===== config.mk =====
export PLATFORM = sky130hd
export DESIGN_NAME = wait_for_graph_deadlock_detector_core
export DESIGN_NICKNAME = d
export VERILOG_FILES = /design/src/rtl/core/wfg_pkg.sv /design/src/rtl/core/wait_for_graph_deadlock_detector_core.sv
export SDC_FILE = /design/constraint.sdc
export NUM_CORES = 1
export LEC_CHECK = 0
export CAP_MARGIN = 20
export CORE_UTILIZATION = 25
export CTS_CLUSTER_SIZE = 28
export DETAILED_ROUTE_END_ITERATION = 6
export DONT_BUFFER_PORTS = 1
export PLACE_DENSITY = 0.34
export REMOVE_ABC_BUFFERS = 1
export SYNTH_ARGS = -nofsm -noshare
export SYNTH_HDL_FRONTEND = slang
export SYNTH_SLANG_ARGS = --single-unit
export TNS_END_PERCENT = 30

===== constraint.sdc =====
create_clock -name clk -period 5.37 [get_ports clk]
set_input_delay 1.074 -clock clk [delete_from_list [all_inputs] [get_ports clk]]
set_output_delay 1.074 -clock clk [all_outputs]
set_load 0.05 [all_outputs]

===== src/rtl/core/wfg_pkg.sv =====
`timescale 1ns / 1ps
// ----------------------------------------------------------------------------
// Wait-for graph package
// Shared operation codes, widths and defaults for the deadlock detector.
// ----------------------------------------------------------------------------
package wfg_pkg;

    localparam int NODES_DEF = 16;
    localparam int OP_W      = 3;
    localparam int ID_W      = 4;

    typedef enum logic [OP_W-1:0] {
        OP_ADD    = 3'd0,
        OP_REMOVE = 3'd1,
        OP_RMNODE = 3'd2,
        OP_DETECT = 3'd3,
        OP_CLEAR  = 3'd4
    } op_t;

endpackage


===== src/rtl/core/wait_for_graph_deadlock_detector_core.sv =====
`timescale 1ns / 1ps
// ----------------------------------------------------------------------------
// Wait-for graph deadlock detector
// Adjacency matrix in a row memory with a depth-first cycle search.
// ----------------------------------------------------------------------------
// Channel   Signals                              Handshake
// command   operation, waiter, holder            start & !busy
// result    deadlock_found                       done strobe, one cycle
//
// Add and remove keep busy high through S_EDRD and S_EDWR (row read, modify and write).
// Remove-node and clear sweep all rows one at a time, each read and then written back.
// Detect scans each start node, tests the adjacency bits of each visited node
// one by one, pops finished levels and reloads each parent from the stack.
// Unknown operations and out-of-range edits are accepted and leave busy low.
// Reset runs a clearing pass over all rows with busy high.
// The receiver cannot stall; done is a one-cycle strobe.
// ----------------------------------------------------------------------------
module wait_for_graph_deadlock_detector_core
    import wfg_pkg::*;
#(
    parameter int NODES = NODES_DEF
)
(
    input  logic            clk,
    input  logic            rst_n,
    input  logic            start,
    output logic            busy,
    input  logic [OP_W-1:0] operation,
    input  logic [ID_W-1:0] waiter,
    input  logic [ID_W-1:0] holder,
    output logic            done,
    output logic            deadlock_found
);

    localparam int AW = (NODES > 1) ? $clog2(NODES) : 1;
    localparam int CW = AW + 1;
    localparam int SW = AW + CW;

    typedef enum logic [8:0] {
        S_INIT  = 9'b000000001,
        S_IDLE  = 9'b000000010,
        S_EDRD  = 9'b000000100,
        S_EDWR  = 9'b000001000,
        S_SWEEP = 9'b000010000,
        S_SCAN  = 9'b000100000,
        S_POP   = 9'b001000000,
        S_STEP  = 9'b010000000,
        S_OUT   = 9'b100000000
    } state_t;

    state_t state_reg, state_next;

    // Row memory and search stack (node and cursor of each saved level).
    logic [NODES-1:0] adj_mem [NODES];
    logic [SW-1:0]    stk_mem [NODES];

    logic [NODES-1:0] rd_data;
    logic [AW-1:0]    rd_addr;
    logic             we;
    logic [AW-1:0]    wr_addr;
    logic [NODES-1:0] wr_data;

    logic [OP_W-1:0]  op_reg;
    logic [AW-1:0]    wa_reg, ho_reg;
    logic [CW-1:0]    cnt_reg, cnt_next;
    logic [NODES-1:0] vis_reg, vis_next, path_reg, path_next;
    logic [CW-1:0]    dep_reg, dep_next;
    logic [AW-1:0]    node_reg, node_next;
    logic [CW-1:0]    c_reg, c_next;
    logic             found_reg, found_next;
    logic             done_next;

    logic             stk_we;
    logic [AW-1:0]    stk_wa;
    logic [SW-1:0]    stk_wd;
    logic [AW-1:0]    stk_ra;
    logic [SW-1:0]    stk_rd;
    logic [AW-1:0]    top_idx;
    logic             in_range;

    always_ff @(posedge clk)
    begin
        if (we)
        begin
            adj_mem[wr_addr] <= wr_data;
        end
        rd_data <= adj_mem[rd_addr];
    end

    // The stack holds every level below the top; the top lives in registers.
    always_ff @(posedge clk)
    begin
        if (stk_we)
        begin
            stk_mem[stk_wa] <= stk_wd;
        end
        stk_rd <= stk_mem[stk_ra];
    end

    assign in_range = (32'(waiter) < NODES) && (32'(holder) < NODES);
    assign top_idx  = AW'(dep_reg - CW'(1));
    assign busy     = (state_reg != S_IDLE);

    always_comb
    begin
        state_next = state_reg;
        cnt_next   = cnt_reg;
        vis_next   = vis_reg;
        path_next  = path_reg;
        dep_next   = dep_reg;
        node_next  = node_reg;
        c_next     = c_reg;
        found_next = found_reg;
        done_next  = 1'b0;
        rd_addr    = wa_reg;
        we         = 1'b0;
        wr_addr    = AW'(cnt_reg);
        wr_data    = '0;
        stk_we     = 1'b0;
        stk_wa     = top_idx;
        stk_wd     = {node_reg, c_reg + CW'(1)};
        stk_ra     = AW'(dep_reg - CW'(2));
        case (state_reg)
            S_INIT:
            begin
                we       = 1'b1;
                cnt_next = cnt_reg + CW'(1);
                if (cnt_reg == CW'(NODES - 1))
                begin
                    state_next = S_IDLE;
                end
            end
            S_IDLE:
            begin
                rd_addr = AW'(waiter);
                if (start)
                begin
                    cnt_next = '0;
                    c_next   = '0;
                    case (operation)
                        OP_ADD, OP_REMOVE:
                            if (in_range) state_next = S_EDRD;
                        OP_RMNODE:
                            if (32'(waiter) < NODES) state_next = S_SWEEP;
                        OP_CLEAR:
                            state_next = S_SWEEP;
                        OP_DETECT:
                        begin
                            vis_next   = '0;
                            path_next  = '0;
                            dep_next   = '0;
                            found_next = 1'b0;
                            state_next = S_SCAN;
                        end
                        default: ;
                    endcase
                end
            end
            S_EDRD:
            begin
                // Row read issued last cycle; data valid now.
                state_next = S_EDWR;
            end
            S_EDWR:
            begin
                we      = 1'b1;
                wr_addr = wa_reg;
                wr_data = rd_data;
                wr_data[ho_reg] = (op_reg == OP_ADD);
                state_next = S_IDLE;
            end
            S_SWEEP:
            begin
                // Read-modify-write over all rows, one row at a time: read it, then write it back.
                rd_addr = AW'(cnt_reg);
                if (c_reg[0])
                begin
                    we      = 1'b1;
                    wr_data = rd_data;
                    wr_data[wa_reg] = 1'b0;
                    if (op_reg == OP_CLEAR || AW'(cnt_reg) == wa_reg)
                    begin
                        wr_data = '0;
                    end
                    cnt_next = cnt_reg + CW'(1);
                    if (cnt_reg == CW'(NODES - 1))
                    begin
                        state_next = S_IDLE;
                    end
                end
                c_next = {{(CW-1){1'b0}}, ~c_reg[0]};
            end
            S_SCAN:
            begin
                // Pick the next start candidate; cnt holds its index.
                if (cnt_reg == CW'(NODES))
                begin
                    state_next = S_OUT;
                end
                else
                begin
                    rd_addr    = AW'(cnt_reg);
                    node_next  = AW'(cnt_reg);
                    c_next     = '0;
                    cnt_next   = cnt_reg + CW'(1);
                    state_next = S_STEP;
                end
            end
            S_POP:
            begin
                // Reload the parent level and its row.
                node_next  = stk_rd[SW-1:CW];
                c_next     = stk_rd[CW-1:0];
                rd_addr    = stk_rd[SW-1:CW];
                state_next = S_STEP;
            end
            S_STEP:
            begin
                // The row of the top node is on rd_data; keep it there.
                rd_addr = node_reg;
                if (dep_reg == '0)
                begin
                    // Start a tree only from an unvisited node with edges.
                    if (rd_data != '0 && !vis_reg[node_reg])
                    begin
                        vis_next[node_reg]  = 1'b1;
                        path_next[node_reg] = 1'b1;
                        dep_next = CW'(1);
                    end
                    else
                    begin
                        state_next = S_SCAN;
                    end
                end
                else if (c_reg == CW'(NODES))
                begin
                    // All neighbors tried: leave the path and pop.
                    path_next[node_reg] = 1'b0;
                    dep_next = dep_reg - CW'(1);
                    if (dep_reg == CW'(1))
                    begin
                        state_next = S_SCAN;
                    end
                    else
                    begin
                        state_next = S_POP;
                    end
                end
                else
                begin
                    c_next = c_reg + CW'(1);
                    if (rd_data[AW'(c_reg)])
                    begin
                        if (path_reg[AW'(c_reg)])
                        begin
                            found_next = 1'b1;
                            dep_next   = '0;
                            state_next = S_OUT;
                        end
                        else if (!vis_reg[AW'(c_reg)] && dep_reg < CW'(NODES))
                        begin
                            // Save the current level and descend into the neighbor.
                            stk_we = 1'b1;
                            vis_next[AW'(c_reg)]  = 1'b1;
                            path_next[AW'(c_reg)] = 1'b1;
                            node_next = AW'(c_reg);
                            c_next    = '0;
                            dep_next  = dep_reg + CW'(1);
                            rd_addr   = AW'(c_reg);
                        end
                    end
                end
            end
            S_OUT:
            begin
                done_next  = 1'b1;
                state_next = S_IDLE;
            end
            default:
            begin
                state_next = S_IDLE;
            end
        endcase
    end

    always_ff @(posedge clk or negedge rst_n)
    begin
        if (!rst_n)
        begin
            state_reg <= S_INIT;
            cnt_reg   <= '0;
            c_reg     <= '0;
            dep_reg   <= '0;
            done      <= 1'b0;
            vis_reg   <= '0;
            path_reg  <= '0;
            node_reg  <= '0;
            found_reg <= 1'b0;
            op_reg    <= '0;
            wa_reg    <= '0;
            ho_reg    <= '0;
        end
        else
        begin
            state_reg <= state_next;
            cnt_reg   <= cnt_next;
            c_reg     <= c_next;
            dep_reg   <= dep_next;
            done      <= done_next;
            vis_reg   <= vis_next;
            path_reg  <= path_next;
            node_reg  <= node_next;
            found_reg <= found_next;
            if (state_reg == S_IDLE && start)
            begin
                op_reg <= operation;
                wa_reg <= AW'(waiter);
                ho_reg <= AW'(holder);
            end
        end
    end

    assign deadlock_found = found_reg;

    // A result strobe follows only the output state.
    assert property (@(posedge clk) disable iff (!rst_n)
        done |-> $past(state_reg == S_OUT))
        else $error("done without output state");

    // No item is accepted while the clearing pass runs.
    assert property (@(posedge clk) disable iff (!rst_n)
        (state_reg == S_INIT) |-> busy)
        else $error("busy low during clearing pass");

    // The block is ready again while a result is shown.
    assert property (@(posedge clk) disable iff (!rst_n)
        done |-> !busy)
        else $error("busy during result strobe");

    // The search never goes deeper than the node count.
    assert property (@(posedge clk) disable iff (!rst_n)
        dep_reg <= CW'(NODES))
        else $error("search depth overflow");

    // Stack writes happen only while stepping through a row.
    assert property (@(posedge clk) disable iff (!rst_n)
        stk_we |-> (state_reg == S_STEP))
        else $error("stack write outside search");

endmodule

* Yosys cells after proc, flatten, opt, wreduce, memory -nomap -nowiden
Memory sizes are Yosys's and may differ from the RTL's. A register that Yosys moved wholly into a read port is not among the register bits. Cells that the tools add are included. Widths: inputs -> output; s select.
Storage, ports and cells: input bits 14, memories 2, logic and storage cells 204, output and inout port bits 3, register bits after elaboration 73, bits in writable memories 400
Operators by class: bitwise logic cells 9, order comparisons 9, reduce and logical (&&, ||, !) cells 29, eq/ne operators 40, $add $sub $neg 5, muxes and demuxes 98
Memory list:
- adj_mem | words 16, width 16, rd ports 1, clocked after memory_dff 1, wr ports 1, RTL line wait_for_graph_deadlock_detector_core.sv:54 | logic [NODES-1:0] adj_mem [NODES];
- stk_mem | words 16, width 9, rd ports 1, clocked after memory_dff 1, wr ports 1, RTL line wait_for_graph_deadlock_detector_core.sv:55 | logic [SW-1:0] stk_mem [NODES];
Operator list (count):
- $mux 16 | 16
- $pmux 16 s2 | 3
- $mux 5 | 17
- $mux 9 | 9
- $or 16x16->16 | 4
- $pmux 9 s7 | 1
- $and 16x16->16 | 2
- $mux 4 | 8
- $not 16->16 | 2
- $pmux 9 s3 | 1
- $mux 1 | 26
- $pmux 5 s5 | 1
- $lt 4x5->1 const B | 4
- $pmux 4 s5 | 1
- $pmux 5 s4 | 1
- $ne 3x3->1 const B | 6
- $bmux 1 s4 | 4
- $bwmux 16 | 1
- $demux 1 s4 | 4
- $ge 4x1->1 const B | 4
- $ne 4x4->1 const B | 4
- $reduce_bool 16->1 | 1
- $add 5x1->5 const B | 3
- $ne 2x2->1 const B | 7
- 44 further kinds | 60

* Longest topological paths before layout
word-level depth 12, gate-level depth with buffers 16, mapped depth without buffers 11

* Worst setup path after synthesis
OpenSTA, ideal clock, no wires.
kind flip-flop to flip-flop, start point reg dep_reg[1], end point reg rd_data[10], read port of adj_mem, library setup time 0.138 ns, slack 1.728 ns, stages on the path, launching flop included 15, data required time 5.232 ns, clock period less this slack 3.642 ns, data arrival time 3.504 ns, buffers on the path 3, cell sequence dfrtp_1 -> clkbuf_1 -> clkbuf_1 -> inv_1 -> ha_1 -> nor4b_1 -> nor2_1 -> nand4_2 -> nor3_4 -> mux2i_1 -> a211o_1 -> clkbuf_1 -> nand4_1 -> a32oi_1 -> o221ai_1
Between the ends: word-level cells in the longest chain between the ends 8, elaborated cells between the ends (all ways) 9, those cells by class order compare: 1; mux: 6; reduce/logical: 2
Ends and longest elaborated chain:
- start: declaration | RTL line wait_for_graph_deadlock_detector_core.sv:67 | logic [CW-1:0] dep_reg, dep_next;
- start signal: assignment | RTL line wait_for_graph_deadlock_detector_core.sv:308 | dep_reg <= dep_next;
- $lt 5x5->1 | RTL line wait_for_graph_deadlock_detector_core.sv:260 | else if (!vis_reg[AW'(c_reg)] && dep_reg < CW'(NODES))
- $logic_and 1x1->1 | RTL line wait_for_graph_deadlock_detector_core.sv:260
- $mux 4 | RTL line wait_for_graph_deadlock_detector_core.sv:260
- $mux 4
- $mux 4 | RTL line wait_for_graph_deadlock_detector_core.sv:252 | if (rd_data[AW'(c_reg)])
- $mux 4 | RTL line wait_for_graph_deadlock_detector_core.sv:235 | else if (c_reg == CW'(NODES))
- $mux 4 (*) | RTL line wait_for_graph_deadlock_detector_core.sv:221 | if (dep_reg == '0)
- $pmux 4 s5 (*) | RTL line wait_for_graph_deadlock_detector_core.sv:123 | case (state_reg)
- end: declaration | RTL line wait_for_graph_deadlock_detector_core.sv:57 | logic [NODES-1:0] rd_data;
Every way passes the cells marked *; elsewhere a longest branch is shown, timed or not. A chain may end at the register's enable or synchronous reset.

* Final worst setup path
start point reg c_reg[0], end point reg rd_data[10], read port of adj_mem
Between the ends: word-level cells in the longest chain between the ends 10, elaborated cells between the ends (all ways) 15, those cells by class eq/ne: 1; mux: 12; reduce/logical: 2
Ends and longest elaborated chain:
- start: declaration | RTL line wait_for_graph_deadlock_detector_core.sv:69 | logic [CW-1:0] c_reg, c_next;
- start signal: assignment | RTL line wait_for_graph_deadlock_detector_core.sv:307 | c_reg <= c_next;
- $bmux 1 s4 | RTL line wait_for_graph_deadlock_detector_core.sv:260
- $mux 1 (not written as such) | RTL line wait_for_graph_deadlock_detector_core.sv:260
- $logic_not 1->1 | RTL line wait_for_graph_deadlock_detector_core.sv:260
- $logic_and 1x1->1 | RTL line wait_for_graph_deadlock_detector_core.sv:260
- $mux 4 | RTL line wait_for_graph_deadlock_detector_core.sv:260
- $mux 4
- $mux 4 | RTL line wait_for_graph_deadlock_detector_core.sv:252
- $mux 4 (*) | RTL line wait_for_graph_deadlock_detector_core.sv:235
- $mux 4 (*) | RTL line wait_for_graph_deadlock_detector_core.sv:221
- $pmux 4 s5 (*) | RTL line wait_for_graph_deadlock_detector_core.sv:123
Every way passes the cells marked *; elsewhere a longest branch is shown, timed or not. The select of a mux whose other input is x is not followed.

==> impl_metrics.env <==
export IMPL_top_regs="adj_mem: 256 flops, stk_mem: 144 flops"
export IMPL_antenna_found_initial=1
export IMPL_finalPower_uw=13220
export IMPL_clkTransAtPathRegs_ns=0.06
export IMPL_die_area_um2=90450
export IMPL_syn2layout_area_growth_pct=15.70
export IMPL_ys_types=75
export IMPL_rr_worst_depth=12
export IMPL_rsz0062_at_grt="no"
export IMPL_synth_area_per_cell_um2=13.56
export IMPL_num_io_pins=17
export IMPL_relSlewSlack_pct=33.76
export IMPL_pwr_share_clk_pct=29.9
export IMPL_synth_warning_count=0
export IMPL_port_buffers=0
export IMPL_place_ws_ns=1.292
export IMPL_critPathKind="flip-flop to flip-flop"
export IMPL_synth_seq_area_share_pct=64.27
export IMPL_max_freq_mhz=246.2
export IMPL_max_clock_path_buffers=3
export IMPL_layout_common_cells="400 x edfxtp_1, 166 x o21ai_0, 148 x nand3_1"
export IMPL_arrival_ns=4.61
export IMPL_critPathMaxFanout=20
export IMPL_top_register="adj_mem"
export IMPL_p_int_uw=8270
export IMPL_fin_cells=2875
export IMPL_grt_max_degree=81
export IMPL_initial_utilization_pct=25.25
export IMPL_drc=0
export IMPL_die_x_um=300.8
export IMPL_switchingPower_uw=4948
export IMPL_drv_cap=0
export IMPL_grt_pass1_wl_mm=103.8
export IMPL_met1_usage_pct=22.67
export IMPL_grt_total_usage_pct=15.66
export IMPL_vias=14350
export IMPL_hpwl_mm=43.93
export IMPL_dr_first_iter_drc_count=1201
export IMPL_cts_sinks=498
export IMPL_cp_required_ns=5.92
export IMPL_design_area_um2=25820
export IMPL_total_leakage_power_uw=0.008523
export IMPL_num_fill_cells=8940
export IMPL_tightest_slew_ns=0.9937
export IMPL_cts_buffers=58
export IMPL_post_dp_cell_area_um2=23910
export IMPL_ant_nets=0
export IMPL_first_pass_iters=7
export IMPL_ys_ff_latch=498
export IMPL_ys_async_sr_fraction_pct=14.66
export IMPL_post_drt_wl_per_cell_um=24.70
export IMPL_ys_flop_type="edfxtp_1"
export IMPL_postCtsHoldBufs=0
export IMPL_fin_tns_setup_ns=0
export IMPL_placed_cells=2763
export IMPL_std_cell_rows=109
export IMPL_drt_wl_total_mm=71.01
export IMPL_grt_pass1_vias=14390
export IMPL_via_per_inst=4.992
export IMPL_drive_above_1_share_pct=18.27
export IMPL_fin_ws_ns=1.309
export IMPL_outcome="finished clean"
export IMPL_cts_resized=0
export IMPL_htreeDepth=2
export IMPL_setup_viol=0
export IMPL_layout_nets=1688
export IMPL_finalCritPeriodShare_pct=75.63
export IMPL_coreArea_um2=88370
export IMPL_clk_insertion_delay_late_ns=0.66
export IMPL_p_sw_share_pct=37.43
export IMPL_final_max_slew_viol_count=0
export IMPL_gr_usage_met2_pct=24.60
export IMPL_post_cts_setup_buffers=0
export IMPL_layout_commonest_cell="edfxtp_1"
export IMPL_overflow=0
export IMPL_end_kind="flip-flop"
export IMPL_place_gp_congestion=0.7915
export IMPL_grt_busiest_layer="met2"
export IMPL_cts_tree="built"
export IMPL_grtUsageMet3_pct=2.302
export IMPL_seqPwrFrac_pct=36.6
export IMPL_root_buffer="clkbuf_16"
export IMPL_synthCells=1645
export IMPL_synth_edf_count=400
export IMPL_combPwrFrac_pct=33.4
export IMPL_worstSetupStartpointType="flip-flop"
export IMPL_die_height_um=300.8
export IMPL_period_minus_slack_ns=4.061
export IMPL_synth_area_um2=22310
export IMPL_power_density_nw_per_um2=512.0
export IMPL_hold_viol=0
export IMPL_max_vdd_ir_drop_v=0.0006682
export IMPL_finClkSkew_ns=0.03125
export IMPL_hp_class="input port to asynchronous set/reset pin"
export IMPL_largest_reg_flops=256
synth_stat cells, types with 14 or more instances:
| cell | number | area share (%) |
|---|---|---|
| dfrtp_1 | 72 | 8.1 |
| nand4_1 | 25 | 0.70 |
| a41oi_1 | 18 | 0.71 |
| clkbuf_1 | 87 | 1.5 |
| dfxtp_1 | 25 | 2.2 |
| nand3_1 | 148 | 3.3 |
| a31oi_1 | 21 | 0.59 |
| a21oi_1 | 76 | 1.7 |
| mux2_2 | 45 | 2.3 |
| inv_1 | 17 | 0.29 |
| and3_1 | 31 | 0.87 |
| a32oi_1 | 17 | 0.67 |
| nand2_1 | 74 | 1.2 |
| mux4_2 | 61 | 6.2 |
| nor2b_1 | 19 | 0.53 |
| o211ai_1 | 16 | 0.54 |
| nor2_1 | 67 | 1.1 |
| mux2i_1 | 34 | 1.5 |
| o21ai_0 | 173 | 3.9 |
| edfxtp_1 | 400 | 54 |
| buf_2 | 14 | 0.31 |
| o221ai_1 | 16 | 0.63 |
| nor3_1 | 18 | 0.40 |
| ha_1 | 16 | 0.90 |
worst max-delay path, stage by stage, from the launching register on:
cell	delay, ns
dfrtp_1	0.35
buf_4	0.36
mux4_2	0.56
nand2_1	0.12
nand4_2	0.36
o31ai_1	0.35
a21oi_1	0.20
a211oi_4	0.39
buf_4	0.32
nor2b_2	0.35
buf_4	0.35
o211ai_1	0.14
o221ai_1	0.10
cell type report:
| class | count | area (um2) | share of cell area (%) |
|---|---|---|---|
| flip-flops and latches | 498 | 14340 | 55.56 |
| multi-input cells | 1005 | 7417 | 28.73 |
| diodes | 2 | 5.005 | 0.01939 |
| repair buffers | 78 | 633.1 | 2.452 |
| clock buffers | 91 | 1665 | 6.451 |
| inverters | 17 | 63.81 | 0.2472 |
| clock inverters | 19 | 231.5 | 0.8966 |
| well taps | 1165 | 1458 | 5.646 |
stage by stage:
step,hold slack [ns],util [%]
floorplan,0.4648,-
detailed placement,0.5020,27.06
global placement,0.4969,27.05
finish,0.1170,29.21
CTS,0.06577,29.21
global route,0.07423,29.21
layer usage:
layer / up-vias / part of all wire, %
met1: 7462 / 48
met2: 318 / 46
li1: 6486 / -
met5: - / 0
met3: 87 / 3.7
met4: 0 / 1.8
worst paths after layout:
kind,from,to,slack (ns)
max in group asynchronous,rst_n,state_reg[0]$_DFFE_PN1P_,5.02
min in group clk,vis_reg[5]$_DFFE_PN0P_,vis_reg[5]$_DFFE_PN0P_,0.52
hold reg to reg,vis_reg[5]$_DFFE_PN0P_,vis_reg[5]$_DFFE_PN0P_,0.52
setup reg to reg,c_reg[0]$_DFFE_PN0P_,rd_data[10]$_DFF_P_,1.31
setup / recovery,c_reg[0]$_DFFE_PN0P_,rd_data[10]$_DFF_P_,1.31
hold / removal,rst_n,state_reg[7]$_DFFE_PN0P_,0.12
cells by family after synthesis:
| group | share of synthesized area [%] |
|---|---|
| AO/OA/AOI/OAI | 10.97 |
| XOR/XNOR | 0.6673 |
| adder cells (fa/ha/maj) | 0.8972 |
| buffers and inverters | 2.877 |
| flip-flops | 64.27 |
| multiplexers | 10.00 |
| AND/OR/NAND/NOR | 10.32 |
power by group through the flow:
stage | combinational, uW | clock [uW] | sequential [uW]
final | 4420 | 3960 | 4840
after floorplan | 2860 | 0 | 4740
after global placement | 4490 | 0 | 4920
after CTS | 4500 | 4080 | 4840
after detailed placement | 4490 | 0 | 4910
after global routing | 4820 | 4220 | 4870
Power figures use the tool's default switching activity.
